<file path="src/rtl/core/spm_pkg.sv">
// Shared constants for the stereo peak / RMS meter.
package spm_pkg;

  localparam int SAMPLE_BITS_DEF = 24;
  localparam int MAX_FRAMES_DEF  = 4096;

  // square sums and the root unit
  localparam int SUM_W  = 64;
  localparam int ROOT_W = SUM_W / 2;

  // configuration registers
  localparam int CFG_IDX_W  = 2;
  localparam int CFG_DATA_W = 16;
  localparam int GAIN_W     = 16;
  localparam int MODE_W     = 2;

  localparam logic [CFG_IDX_W-1:0] CFG_GAIN = CFG_IDX_W'(0);
  localparam logic [CFG_IDX_W-1:0] CFG_MODE = CFG_IDX_W'(1);

  localparam logic [GAIN_W-1:0] GAIN_RESET = GAIN_W'(16384);
  localparam logic [MODE_W-1:0] MODE_RESET = MODE_W'(2);
  localparam logic [MODE_W-1:0] MODE_MONO  = MODE_W'(1);

  // Q2.14 gain: fraction bits and rounding half
  localparam int GAIN_FRAC = 14;
  localparam int GAIN_HALF = 1 << (GAIN_FRAC - 1);

endpackage

</file>
<file path="src/rtl/core/spm_if.sv">
// Channel interfaces of the meter: frame in, result out, configuration write.
interface spm_in_if #(parameter int SAMPLE_BITS = spm_pkg::SAMPLE_BITS_DEF);
  logic                          valid;
  logic                          ready;
  logic signed [SAMPLE_BITS-1:0] left_in;
  logic signed [SAMPLE_BITS-1:0] right_in;
  logic                          last_frame;

  modport source (output valid, left_in, right_in, last_frame, input ready);
  modport sink   (input valid, left_in, right_in, last_frame, output ready);
endinterface

interface spm_out_if #(parameter int SAMPLE_BITS = spm_pkg::SAMPLE_BITS_DEF);
  logic                          valid;
  logic                          ready;
  logic signed [SAMPLE_BITS-1:0] left_out;
  logic signed [SAMPLE_BITS-1:0] right_out;
  logic                          meter_valid;
  logic        [SAMPLE_BITS-2:0] peak_left;
  logic        [SAMPLE_BITS-2:0] peak_right;
  logic        [SAMPLE_BITS-2:0] rms_left;
  logic        [SAMPLE_BITS-2:0] rms_right;

  modport source (output valid, left_out, right_out, meter_valid, peak_left, peak_right,
                  rms_left, rms_right, input ready);
  modport sink   (input valid, left_out, right_out, meter_valid, peak_left, peak_right,
                  rms_left, rms_right, output ready);
endinterface

interface spm_cfg_if;
  logic                               valid;
  logic                               ready;
  logic [spm_pkg::CFG_IDX_W-1:0]      index;
  logic [spm_pkg::CFG_DATA_W-1:0]     data;

  modport source (output valid, index, data, input ready);
  modport sink   (input valid, index, data, output ready);
endinterface

</file>
<file path="src/rtl/core/spm_root_unit.sv">
// Iterative floor(sqrt(dividend / divisor)): restoring divide then digit-wise root.
module spm_root_unit #(
  parameter int CNT_W = 13
) (
  input  logic                         clk,
  input  logic                         rst_n,
  input  logic                         start,
  input  logic [spm_pkg::SUM_W-1:0]    dividend,
  input  logic [CNT_W-1:0]             divisor,
  output logic                         done,
  output logic [spm_pkg::ROOT_W-1:0]   root
);
  import spm_pkg::*;

  localparam int SUB_W  = (ROOT_W + 2 > CNT_W + 1) ? ROOT_W + 2 : CNT_W + 1;
  localparam int STEP_W = $clog2(SUM_W);

  typedef enum logic [2:0] {
    R_IDLE = 3'b001,
    R_DIV  = 3'b010,
    R_SQRT = 3'b100
  } root_state_t;

  root_state_t         state_r, state_nxt;
  logic [SUM_W-1:0]    rad_r;
  logic [SUB_W-1:0]    rem_r;
  logic [ROOT_W-1:0]   root_r;
  logic [CNT_W-1:0]    div_r;
  logic [STEP_W-1:0]   step_r;
  logic                done_r;

  logic [CNT_W:0]      div_trial;
  logic [ROOT_W+1:0]   sq_trial;
  logic [SUB_W-1:0]    sub_a, sub_b;
  logic [SUB_W:0]      diff;
  logic                fits;
  logic                div_last, sqrt_last;

  // one shared compare/subtract serves both the divide and the root
  assign div_trial = {rem_r[CNT_W-1:0], rad_r[SUM_W-1]};
  assign sq_trial  = {rem_r[ROOT_W-1:0], rad_r[SUM_W-1 -: 2]};
  assign sub_a     = (state_r == R_DIV) ? SUB_W'(div_trial) : SUB_W'(sq_trial);
  assign sub_b     = (state_r == R_DIV) ? SUB_W'(div_r) : SUB_W'({root_r, 2'b01});
  assign diff      = {1'b0, sub_a} - {1'b0, sub_b};
  assign fits      = ~diff[SUB_W];
  assign div_last  = (step_r == STEP_W'(SUM_W - 1));
  assign sqrt_last = (step_r == STEP_W'(ROOT_W - 1));

  always_comb begin
    state_nxt = state_r;
    unique case (state_r)
      R_IDLE: if (start) state_nxt = R_DIV;
      R_DIV:  if (div_last) state_nxt = R_SQRT;
      R_SQRT: if (sqrt_last) state_nxt = R_IDLE;
      default: state_nxt = R_IDLE;
    endcase
  end

  always_ff @(posedge clk) begin
    if (!rst_n) begin
      state_r <= R_IDLE;
      done_r  <= 1'b0;
    end else begin
      state_r <= state_nxt;
      done_r  <= (state_r == R_SQRT) && sqrt_last;
    end
  end

  always_ff @(posedge clk) begin
    unique case (state_r)
      R_IDLE: begin
        if (start) begin
          rad_r  <= dividend;
          div_r  <= divisor;
          rem_r  <= '0;
          step_r <= '0;
        end
      end
      R_DIV: begin
        // quotient bits shift in behind the dividend
        rad_r <= {rad_r[SUM_W-2:0], fits};
        if (div_last) begin
          rem_r  <= '0;
          root_r <= '0;
          step_r <= '0;
        end else begin
          rem_r  <= fits ? diff[SUB_W-1:0] : sub_a;
          step_r <= step_r + 1'b1;
        end
      end
      R_SQRT: begin
        rad_r  <= {rad_r[SUM_W-3:0], 2'b00};
        rem_r  <= fits ? diff[SUB_W-1:0] : sub_a;
        root_r <= {root_r[ROOT_W-2:0], fits};
        step_r <= step_r + 1'b1;
      end
      default: ;
    endcase
  end

  assign done = done_r;
  assign root = root_r;

endmodule

</file>
<file path="src/rtl/core/stereo_peak_rms_meter_top.sv">
// Stereo peak / RMS meter with master gain: sequencer, shared multiplier, accumulators.
//
//  channel   dir  handshake      carries
//  in_ch     in   valid/ready    left_in, right_in, last_frame
//  out_ch    out  valid/ready    gained samples, meter_valid, peaks, RMS values
//  cfg_ch    in   valid/ready    index, data (0 master_gain, 1 channel_mode)
//
//  An ordinary frame steps through GAIN_L, GAIN_R, SQ_L, SQ_R and ACC to FIN, where the
//  result register is loaded; no new frame is taken before the sequencer is back in idle.
//  One multiplier handles both gains and both squares in turn. A buffer-closing frame also
//  runs the root unit: divide (64 steps), then root (32 steps), for left and then for right.
//  Synchronous active-low reset; no clearing pass. in_ch is ready only in idle, also
//  while a result waits in the output register; out_ch stalls hold the sequencer at the end.
module stereo_peak_rms_meter_top #(
  parameter int SAMPLE_BITS = spm_pkg::SAMPLE_BITS_DEF,
  parameter int MAX_FRAMES  = spm_pkg::MAX_FRAMES_DEF
) (
  input  logic     clk,
  input  logic     rst_n,
  spm_in_if.sink   in_ch,
  spm_out_if.source out_ch,
  spm_cfg_if.sink  cfg_ch
);
  import spm_pkg::*;

  localparam int SB      = SAMPLE_BITS;
  localparam int MUL_B_W = (SB > GAIN_W + 1) ? SB : GAIN_W + 1;
  localparam int P_W     = SB + MUL_B_W;
  localparam int RND_W   = P_W - GAIN_FRAC;
  localparam int CNT_W   = $clog2(MAX_FRAMES + 1);

  typedef enum logic [10:0] {
    S_IDLE    = 11'b00000000001,
    S_GAIN_L  = 11'b00000000010,
    S_GAIN_R  = 11'b00000000100,
    S_SQ_L    = 11'b00000001000,
    S_SQ_R    = 11'b00000010000,
    S_ACC     = 11'b00000100000,
    S_ROOT_LG = 11'b00001000000,
    S_ROOT_LW = 11'b00010000000,
    S_ROOT_RG = 11'b00100000000,
    S_ROOT_RW = 11'b01000000000,
    S_FIN     = 11'b10000000000
  } seq_state_t;

  seq_state_t state_r, state_nxt;

  logic [GAIN_W-1:0]        gain_r;
  logic [MODE_W-1:0]        mode_r;

  logic signed [SB-1:0]     sl_r, sr_r, l_r, r_r;
  logic                     last_r;
  logic signed [P_W-1:0]    prod_r;
  logic [SB-2:0]            peak_l_r, peak_r_r, rms_l_r, rms_r_r;
  logic [SUM_W-1:0]         sum_l_r, sum_r_r;
  logic [CNT_W-1:0]         frames_r, n_r;
  logic                     done_r;

  logic signed [SB-1:0]     out_left_r, out_right_r;
  logic                     out_meter_r, out_valid_r;
  logic [SB-2:0]            out_pk_l_r, out_pk_r_r, out_rms_l_r, out_rms_r_r;

  logic signed [SB-1:0]      op_a;
  logic signed [MUL_B_W-1:0] op_b;
  logic signed [MUL_B_W-1:0] gain_op;
  logic signed [P_W-1:0]     mul_res;
  logic signed [P_W-1:0]     rnd_sum;
  logic signed [RND_W-1:0]   rnd;
  logic signed [SB-1:0]      gained;
  logic [SUM_W-1:0]          sq_val;
  logic [CNT_W-1:0]          n_val;
  logic                      done_val;
  logic                      in_fire, out_load;
  logic                      root_start, root_done;
  logic [SUM_W-1:0]          root_in;
  logic [ROOT_W-1:0]         root_val;
  logic [SB-2:0]             root_sat;

  function automatic logic [SB-2:0] mag(input logic signed [SB-1:0] s);
    logic [SB-1:0] neg;
    neg = -s;
    if (!s[SB-1])            mag = s[SB-2:0];
    else if (s[SB-2:0] == '0) mag = '1;   // most negative sample saturates
    else                     mag = neg[SB-2:0];
  endfunction

  function automatic logic [SUM_W-1:0] sat_add(input logic [SUM_W-1:0] a,
                                               input logic [SUM_W-1:0] b);
    logic [SUM_W:0] s;
    s = {1'b0, a} + {1'b0, b};
    sat_add = s[SUM_W] ? '1 : s[SUM_W-1:0];
  endfunction

  // ---- shared multiplier ----
  assign gain_op = MUL_B_W'(signed'({1'b0, gain_r}));

  always_comb begin
    unique case (state_r)
      S_GAIN_R: begin op_a = sr_r; op_b = gain_op;          end
      S_SQ_L:   begin op_a = l_r;  op_b = MUL_B_W'(l_r);    end
      S_SQ_R:   begin op_a = r_r;  op_b = MUL_B_W'(r_r);    end
      default:  begin op_a = sl_r; op_b = gain_op;          end
    endcase
  end

  assign mul_res = op_a * op_b;

  // round half up then drop the Q2.14 fraction, clamp to the sample range
  assign rnd_sum = prod_r + P_W'(GAIN_HALF);
  assign rnd     = rnd_sum[P_W-1:GAIN_FRAC];

  always_comb begin
    if ((rnd[RND_W-1:SB-1] == '0) || (rnd[RND_W-1:SB-1] == '1))
      gained = rnd[SB-1:0];
    else
      gained = rnd[RND_W-1] ? {1'b1, {(SB-1){1'b0}}} : {1'b0, {(SB-1){1'b1}}};
  end

  assign sq_val   = SUM_W'($unsigned(prod_r));
  assign n_val    = frames_r + 1'b1;
  assign done_val = last_r || (n_val == CNT_W'(MAX_FRAMES));

  assign in_fire    = in_ch.valid && in_ch.ready;
  assign out_load   = (state_r == S_FIN) && (!out_valid_r || out_ch.ready);
  assign root_start = (state_r == S_ROOT_LG) || (state_r == S_ROOT_RG);
  assign root_in    = (state_r == S_ROOT_RG) ? sum_r_r : sum_l_r;
  assign root_sat   = (root_val[ROOT_W-1:SB-1] != '0) ? '1 : root_val[SB-2:0];

  spm_root_unit #(.CNT_W(CNT_W)) u_root (
    .clk      (clk),
    .rst_n    (rst_n),
    .start    (root_start),
    .dividend (root_in),
    .divisor  (n_r),
    .done     (root_done),
    .root     (root_val)
  );

  // ---- sequencer ----
  always_comb begin
    state_nxt = state_r;
    unique case (state_r)
      S_IDLE:    if (in_fire) state_nxt = S_GAIN_L;
      S_GAIN_L:  state_nxt = S_GAIN_R;
      S_GAIN_R:  state_nxt = S_SQ_L;
      S_SQ_L:    state_nxt = S_SQ_R;
      S_SQ_R:    state_nxt = S_ACC;
      S_ACC:     state_nxt = done_val ? S_ROOT_LG : S_FIN;
      S_ROOT_LG: state_nxt = S_ROOT_LW;
      S_ROOT_LW: if (root_done) state_nxt = S_ROOT_RG;
      S_ROOT_RG: state_nxt = S_ROOT_RW;
      S_ROOT_RW: if (root_done) state_nxt = S_FIN;
      S_FIN:     if (out_load) state_nxt = S_IDLE;
      default:   state_nxt = S_IDLE;
    endcase
  end

  always_ff @(posedge clk) begin
    if (!rst_n) begin
      state_r     <= S_IDLE;
      gain_r      <= GAIN_RESET;
      mode_r      <= MODE_RESET;
      peak_l_r    <= '0;
      peak_r_r    <= '0;
      sum_l_r     <= '0;
      sum_r_r     <= '0;
      frames_r    <= '0;
      out_valid_r <= 1'b0;
    end else begin
      state_r <= state_nxt;

      if (cfg_ch.valid && cfg_ch.ready) begin
        unique case (cfg_ch.index)
          CFG_GAIN: gain_r <= cfg_ch.data[GAIN_W-1:0];
          CFG_MODE: mode_r <= cfg_ch.data[MODE_W-1:0];
          default: ;
        endcase
      end

      unique case (state_r)
        S_SQ_L: if (mag(l_r) > peak_l_r) peak_l_r <= mag(l_r);
        S_SQ_R: begin
          sum_l_r <= sat_add(sum_l_r, sq_val);
          if (mag(r_r) > peak_r_r) peak_r_r <= mag(r_r);
        end
        S_ACC: begin
          sum_r_r  <= sat_add(sum_r_r, sq_val);
          frames_r <= done_val ? '0 : n_val;
        end
        S_FIN: begin
          if (out_load && done_r) begin
            peak_l_r <= '0;
            peak_r_r <= '0;
            sum_l_r  <= '0;
            sum_r_r  <= '0;
          end
        end
        default: ;
      endcase

      if (out_load)
        out_valid_r <= 1'b1;
      else if (out_ch.ready)
        out_valid_r <= 1'b0;
    end
  end

  // payload registers
  always_ff @(posedge clk) begin
    if (in_fire) begin
      sl_r   <= in_ch.left_in;
      sr_r   <= in_ch.right_in;
      last_r <= in_ch.last_frame;
    end
    if ((state_r == S_GAIN_L) || (state_r == S_GAIN_R) ||
        (state_r == S_SQ_L) || (state_r == S_SQ_R))
      prod_r <= mul_res;
    if (state_r == S_GAIN_R)
      l_r <= gained;
    if (state_r == S_SQ_L)
      r_r <= (mode_r == MODE_MONO) ? l_r : gained;
    if (state_r == S_ACC) begin
      n_r    <= n_val;
      done_r <= done_val;
    end
    if ((state_r == S_ROOT_LW) && root_done)
      rms_l_r <= root_sat;
    if ((state_r == S_ROOT_RW) && root_done)
      rms_r_r <= root_sat;
    if (out_load) begin
      out_left_r  <= l_r;
      out_right_r <= r_r;
      out_meter_r <= done_r;
      out_pk_l_r  <= done_r ? peak_l_r : '0;
      out_pk_r_r  <= done_r ? peak_r_r : '0;
      out_rms_l_r <= done_r ? rms_l_r : '0;
      out_rms_r_r <= done_r ? rms_r_r : '0;
    end
  end

  assign in_ch.ready  = (state_r == S_IDLE);
  assign cfg_ch.ready = 1'b1;

  assign out_ch.valid       = out_valid_r;
  assign out_ch.left_out    = out_left_r;
  assign out_ch.right_out   = out_right_r;
  assign out_ch.meter_valid = out_meter_r;
  assign out_ch.peak_left   = out_pk_l_r;
  assign out_ch.peak_right  = out_pk_r_r;
  assign out_ch.rms_left    = out_rms_l_r;
  assign out_ch.rms_right   = out_rms_r_r;

endmodule

</file>
<file path="src/flat_wrapper.sv">
// flat-port wrapper written by rule: the top's interface ports become plain ports
module stereo_peak_rms_meter_top_flat import spm_pkg::*;
#(
  parameter int SAMPLE_BITS = spm_pkg::SAMPLE_BITS_DEF,
  parameter int MAX_FRAMES  = spm_pkg::MAX_FRAMES_DEF
)
  (clk, rst_n, in_ch_valid, in_ch_left_in, in_ch_right_in, in_ch_last_frame, in_ch_ready, out_ch_valid, out_ch_left_out, out_ch_right_out, out_ch_meter_valid, out_ch_peak_left, out_ch_peak_right, out_ch_rms_left, out_ch_rms_right, out_ch_ready, cfg_ch_valid, cfg_ch_index, cfg_ch_data, cfg_ch_ready);
  spm_in_if #(.SAMPLE_BITS(SAMPLE_BITS)) in_ch_i ();
  spm_out_if #(.SAMPLE_BITS(SAMPLE_BITS)) out_ch_i ();
  spm_cfg_if cfg_ch_i ();
  input  logic clk;
  input  logic rst_n;
  input wire logic [$bits(in_ch_i.valid)-1:0] in_ch_valid;
  input wire logic [$bits(in_ch_i.left_in)-1:0] in_ch_left_in;
  input wire logic [$bits(in_ch_i.right_in)-1:0] in_ch_right_in;
  input wire logic [$bits(in_ch_i.last_frame)-1:0] in_ch_last_frame;
  output wire logic [$bits(in_ch_i.ready)-1:0] in_ch_ready;
  output wire logic [$bits(out_ch_i.valid)-1:0] out_ch_valid;
  output wire logic [$bits(out_ch_i.left_out)-1:0] out_ch_left_out;
  output wire logic [$bits(out_ch_i.right_out)-1:0] out_ch_right_out;
  output wire logic [$bits(out_ch_i.meter_valid)-1:0] out_ch_meter_valid;
  output wire logic [$bits(out_ch_i.peak_left)-1:0] out_ch_peak_left;
  output wire logic [$bits(out_ch_i.peak_right)-1:0] out_ch_peak_right;
  output wire logic [$bits(out_ch_i.rms_left)-1:0] out_ch_rms_left;
  output wire logic [$bits(out_ch_i.rms_right)-1:0] out_ch_rms_right;
  input wire logic [$bits(out_ch_i.ready)-1:0] out_ch_ready;
  input wire logic [$bits(cfg_ch_i.valid)-1:0] cfg_ch_valid;
  input wire logic [$bits(cfg_ch_i.index)-1:0] cfg_ch_index;
  input wire logic [$bits(cfg_ch_i.data)-1:0] cfg_ch_data;
  output wire logic [$bits(cfg_ch_i.ready)-1:0] cfg_ch_ready;
  assign in_ch_i.valid = in_ch_valid;
  assign in_ch_i.left_in = in_ch_left_in;
  assign in_ch_i.right_in = in_ch_right_in;
  assign in_ch_i.last_frame = in_ch_last_frame;
  assign in_ch_ready = in_ch_i.ready;
  assign out_ch_valid = out_ch_i.valid;
  assign out_ch_left_out = out_ch_i.left_out;
  assign out_ch_right_out = out_ch_i.right_out;
  assign out_ch_meter_valid = out_ch_i.meter_valid;
  assign out_ch_peak_left = out_ch_i.peak_left;
  assign out_ch_peak_right = out_ch_i.peak_right;
  assign out_ch_rms_left = out_ch_i.rms_left;
  assign out_ch_rms_right = out_ch_i.rms_right;
  assign out_ch_i.ready = out_ch_ready;
  assign cfg_ch_i.valid = cfg_ch_valid;
  assign cfg_ch_i.index = cfg_ch_index;
  assign cfg_ch_i.data = cfg_ch_data;
  assign cfg_ch_ready = cfg_ch_i.ready;
  stereo_peak_rms_meter_top #(.SAMPLE_BITS(SAMPLE_BITS), .MAX_FRAMES(MAX_FRAMES)) u_core (.clk(clk), .rst_n(rst_n), .in_ch(in_ch_i), .out_ch(out_ch_i), .cfg_ch(cfg_ch_i));
endmodule
</file>
<file path="config.mk">
export PLATFORM = sky130hd
export DESIGN_NAME = stereo_peak_rms_meter_top_flat
export DESIGN_NICKNAME = d
export VERILOG_FILES = /design/src/rtl/core/spm_pkg.sv /design/src/rtl/core/spm_if.sv /design/src/rtl/core/spm_root_unit.sv /design/src/rtl/core/stereo_peak_rms_meter_top.sv /design/src/flat_wrapper.sv
export SDC_FILE = /design/constraint.sdc
export NUM_CORES = 2
export LEC_CHECK = 0
export BUFFER_PORTS_ARGS = -buffer_cell sky130_fd_sc_hd__buf_4
export CAP_MARGIN = 25
export CORE_ASPECT_RATIO = 0.9
export CORE_MARGIN = 3
export CORE_UTILIZATION = 58
export CTS_CLUSTER_SIZE = 14
export DETAILED_ROUTE_END_ITERATION = 7
export GPL_ROUTABILITY_DRIVEN = 0
export HOLD_SLACK_MARGIN = 0.05
export PLACE_DENSITY = 0.89
export SETUP_SLACK_MARGIN = 0.5
export SLEW_MARGIN = 40
export SYNTH_ARGS = -nofsm -noshare
export SYNTH_HDL_FRONTEND = slang
export SYNTH_HIERARCHICAL = 1
export SYNTH_SLANG_ARGS = --single-unit
</file>
<file path="constraint.sdc">
create_clock -name clk -period 10.9 [get_ports clk]
set_input_delay 1.635 -clock clk [delete_from_list [all_inputs] [get_ports clk]]
set_output_delay 1.635 -clock clk [all_outputs]
set_load 0.01 [all_outputs]
</file>
==> impl_metrics.csv <==
group,metric,value,unit
min_path,worstHoldPathCells,0,
min_path,hp-start,"u_core/n_r[9]$_DFFE_PP_",
logic_synthesis,ys_seq_area_share,32.15,%
grt,grt_overflow,0,
grt,grt_pass1_wl,296.7,mm
routing,antenna_left,0,
worst_setup_path,cpPeakStageDelay,0.71,ns
clock_network,cts_setup_buffers,0,
clock_network,cts.clk_slew.worst_paths,0.06,ns
cells_and_area,syn2layout_area_growth,9.455,%
timing,drv_slew,0,
die,ios,216,
worst_setup_path,worstRegToRegCells,28,
timing,tightest_slew,0.9380,ns
logic_synthesis,synth_commonest_cells,"nand2_1 (881), inv_1 (711), fa_1 (610), edfxtp_1 (493), nor2_1 (460)",
grt,grt_max_degree,96,
routing,dr.pass1.iters,8,
timing,post-route-period-util,94.54,%
worst_setup_path,cp.arrival,10.73,ns
worst_setup_path,crit_fanout,26,
timing,grt_setup_unrepaired,"false",
clock_network,clk_path_buf_depth,3,
routing,post_drt_wl_per_cell,25.02,um
grt,grt_antenna_before_repair,11,
worst_setup_path,start_kind,"flip-flop",
worst_setup_path,critPathCaptureType,"flip-flop",
die,initial_core_util,58.59,%
logic_synthesis,synth.ff_latch_count,714,
timing,hold_viol,0,
logic_synthesis,syn_inst,6274,
routing,vias,51990,
clock_network,insertion_delay,0.72,ns
logic_synthesis,syn_area_per_cell,9.533,sq um
clock_network,postCtsResizedCells,0,
clock_network,cts_tree,"built",
routing,wl,194.7,mm
clock_network,ctsRootBufferMaster,"clkbuf_16",
logic_synthesis,synth_cell_types,93,
timing,setup_viol,0,
logic_synthesis,synth_async_sr_flop_share,0,%
placement,pre_cts_ws,0.6182,ns
logic_synthesis,syn_area,59810,sq um
timing,finalWorstSetupSlack,0.5949,ns
worst_setup_path,required,11.32,ns
cells_and_area,nNetsFinal,7353,
grt,track_usage,35.93,%
clock_network,cts.sinks,714,
outcome,failed_checks,"DRC",
die,rows,111,
logic_synthesis,synth_fp_nets,7271,
pwr,cellLeakagePower,28.18,nW
pwr,ir_drop,0.0001257,V
clock_network,cts_max_level,3,
routing,drc,509,
timing,fin_tns_setup,0,ns
logic_synthesis,synth_area_leader_cell,"edfxtp_1",
worst_setup_path,path_class,"reg2reg",
routing,drt_iter0_markers,9042,
timing,fin_crit,10.31,ns
die,die_w,344.5,um
die,dieArea,107000,sq um
logic_synthesis,yosysTopAreaCellShare,24.75,%
cells_and_area,drive_gt1_share,10.19,%
logic_synthesis,synth_ff_type,"edfxtp_1",
timing,clock_skew,0.08745,ns
outcome,status,"finished with violations",
logic_synthesis,ys_warn_count,6,
worst_setup_path,r2r-start,"u_core/state_r[6]$_SDFFE_PN0P_",
die,dieHeight,310.6,um
timing,whs,0.4068,ns
die,core_area,102100,sq um
pwr,pwr_density_cell,121.9,nW/um^2
job,max-cap-violations,0,
worst_setup_path,cp-startpoint,"u_core/state_r[6]$_SDFFE_PN0P_",
clock_network,numCtsBuffers,75,
timing,fmax,0.09704,GHz
logic_synthesis,synth_edf_count,493,
logic_synthesis,synth_most_common_cell,"nand2_1",
clock_network,hold_buffers,0,
routing,via_per_inst,6.680,
timing,relSlewSlack,37.02,%
logic_synthesis,synth_area_leaders,"edfxtp_1 (25%), fa_1 (20%), dfxtp_1 (7.4%)",
grt,grt_pass1_vias,52040,
worst_setup_path,path_common_cell,"fa_1",
placement,dp_hpwl,139.6,mm
worst_setup_path,critPathSlowestCell,"fa_1",
cells_and_area,final_core_util,64.13,%
min_path,worst_hold_path_type,"reg2reg",
placement,io_buffers,214,
[kinds of logic (layout without fill, tap and decap cells)]
group / Yosys count / count (layout) / share of synthesized area, %
adder cells (fa/ha/maj): 925 / 925 / 27.01
AO/OA/AOI/OAI: 1150 / 1150 / 12.34
multiplexers: 130 / 130 / 2.358
other: 1 / 12 / 0.006270
XOR/XNOR: 213 / 213 / 3.119
buffers and inverters: 1028 / 1170 / 6.602
flip-flops: 714 / 714 / 32.15
AND/OR/NAND/NOR: 2113 / 2113 / 16.42
[critical path, delay by kind of cell (launching register included)]
| kind | cells | cell delay, ns |
|---|---|---|
| buffers and inverters | 5 | 0.69 |
| adders and majority gates | 8 | 4.30 |
| DFF | 1 | 0.35 |
| and+or+nand+nor | 11 | 3.36 |
| AOI/OAI and AO/OA | 4 | 1.31 |
[sequential cells by signal, indices dropped and copies added (netlist names), 16 cells and up]
register,flops
u_core/sum_l_r,64
u_core/sum_r_r,64
u_core/u_root/rad_r,64
u_core/prod_r,48
u_core/u_root/rem_r,32
u_core/u_root/root,32
u_core/l_r,24
u_core/out_ch.left_out,24
u_core/out_ch.right_out,24
u_core/r_r,24
u_core/sl_r,24
u_core/sr_r,24
u_core/out_ch.peak_left,23
u_core/out_ch.peak_right,23
u_core/out_ch.rms_left,23
u_core/out_ch.rms_right,23
u_core/peak_l_r,23
u_core/peak_r_r,23
u_core/rms_l_r,23
u_core/rms_r_r,23
u_core/gain_r,16
[report_power, final]
part | leakage [nW] | switching [mW] | internal [mW]
clock network | 1.19 | 1.17 | 1.48
logic | 20.9 | 1.45 | 0.818
registers | 6.07 | 0.0707 | 2.99
total | 28.2 | 2.69 | 5.29
[stage by stage]
| stage | cells | area (sq um) | power [mW] |
|---|---|---|---|
| detailed placement | 7630 | 62820 | 5.181 |
| finish | 7783 | 65470 | 7.982 |
| global route | 7773 | 65440 | 8.231 |
| global placement | 7626 | 62690 | 5.047 |
| floorplan | 6274 | 59810 | 4.537 |
| CTS | 7767 | 65300 | 7.806 |
[worst paths after layout]
path	to	slack (ns)
worst min register to register	u_core/u_root/div_r[9]$_DFFE_PP_	0.41
worst max-delay path	u_core/prod_r[45]$_DFFE_PP_	0.59
worst max register to register	u_core/prod_r[45]$_DFFE_PP_	0.59
worst min-delay path	u_core/u_root/div_r[9]$_DFFE_PP_	0.41
[layout by cell type, fill, tap and decap left out, types with 140 or more instances in the layout]
master / count
ha_1: 315
edfxtp_1: 493
nor2_1: 452
inv_1: 710
dfxtp_1: 220
o21ai_0: 216
fa_1: 609
and2_1: 140
nand3_1: 140
buf_4: 306
a21oi_1: 357
nand2_1: 880
[layout make-up]
type | instances | area [sq um]
Timing Repair Buffer | 318 | 2471
Antenna cell | 11 | 27.53
Sequential cell | 714 | 19230
Tap cell | 1356 | 1697
Inverter | 715 | 2688
Clock buffer | 104 | 2100
Fill cell | 7219 | 36610
Multi-Input combinational cell | 4532 | 36870
Clock inverter | 33 | 384.1
[layer usage]
layer,global-route usage [%],wire length [um]
met1,42.28,63260
met2,52.67,82740
met3,17.74,32490
met4,21.06,15760
met5,3.487,469
Power figures use the tool's default switching activity.
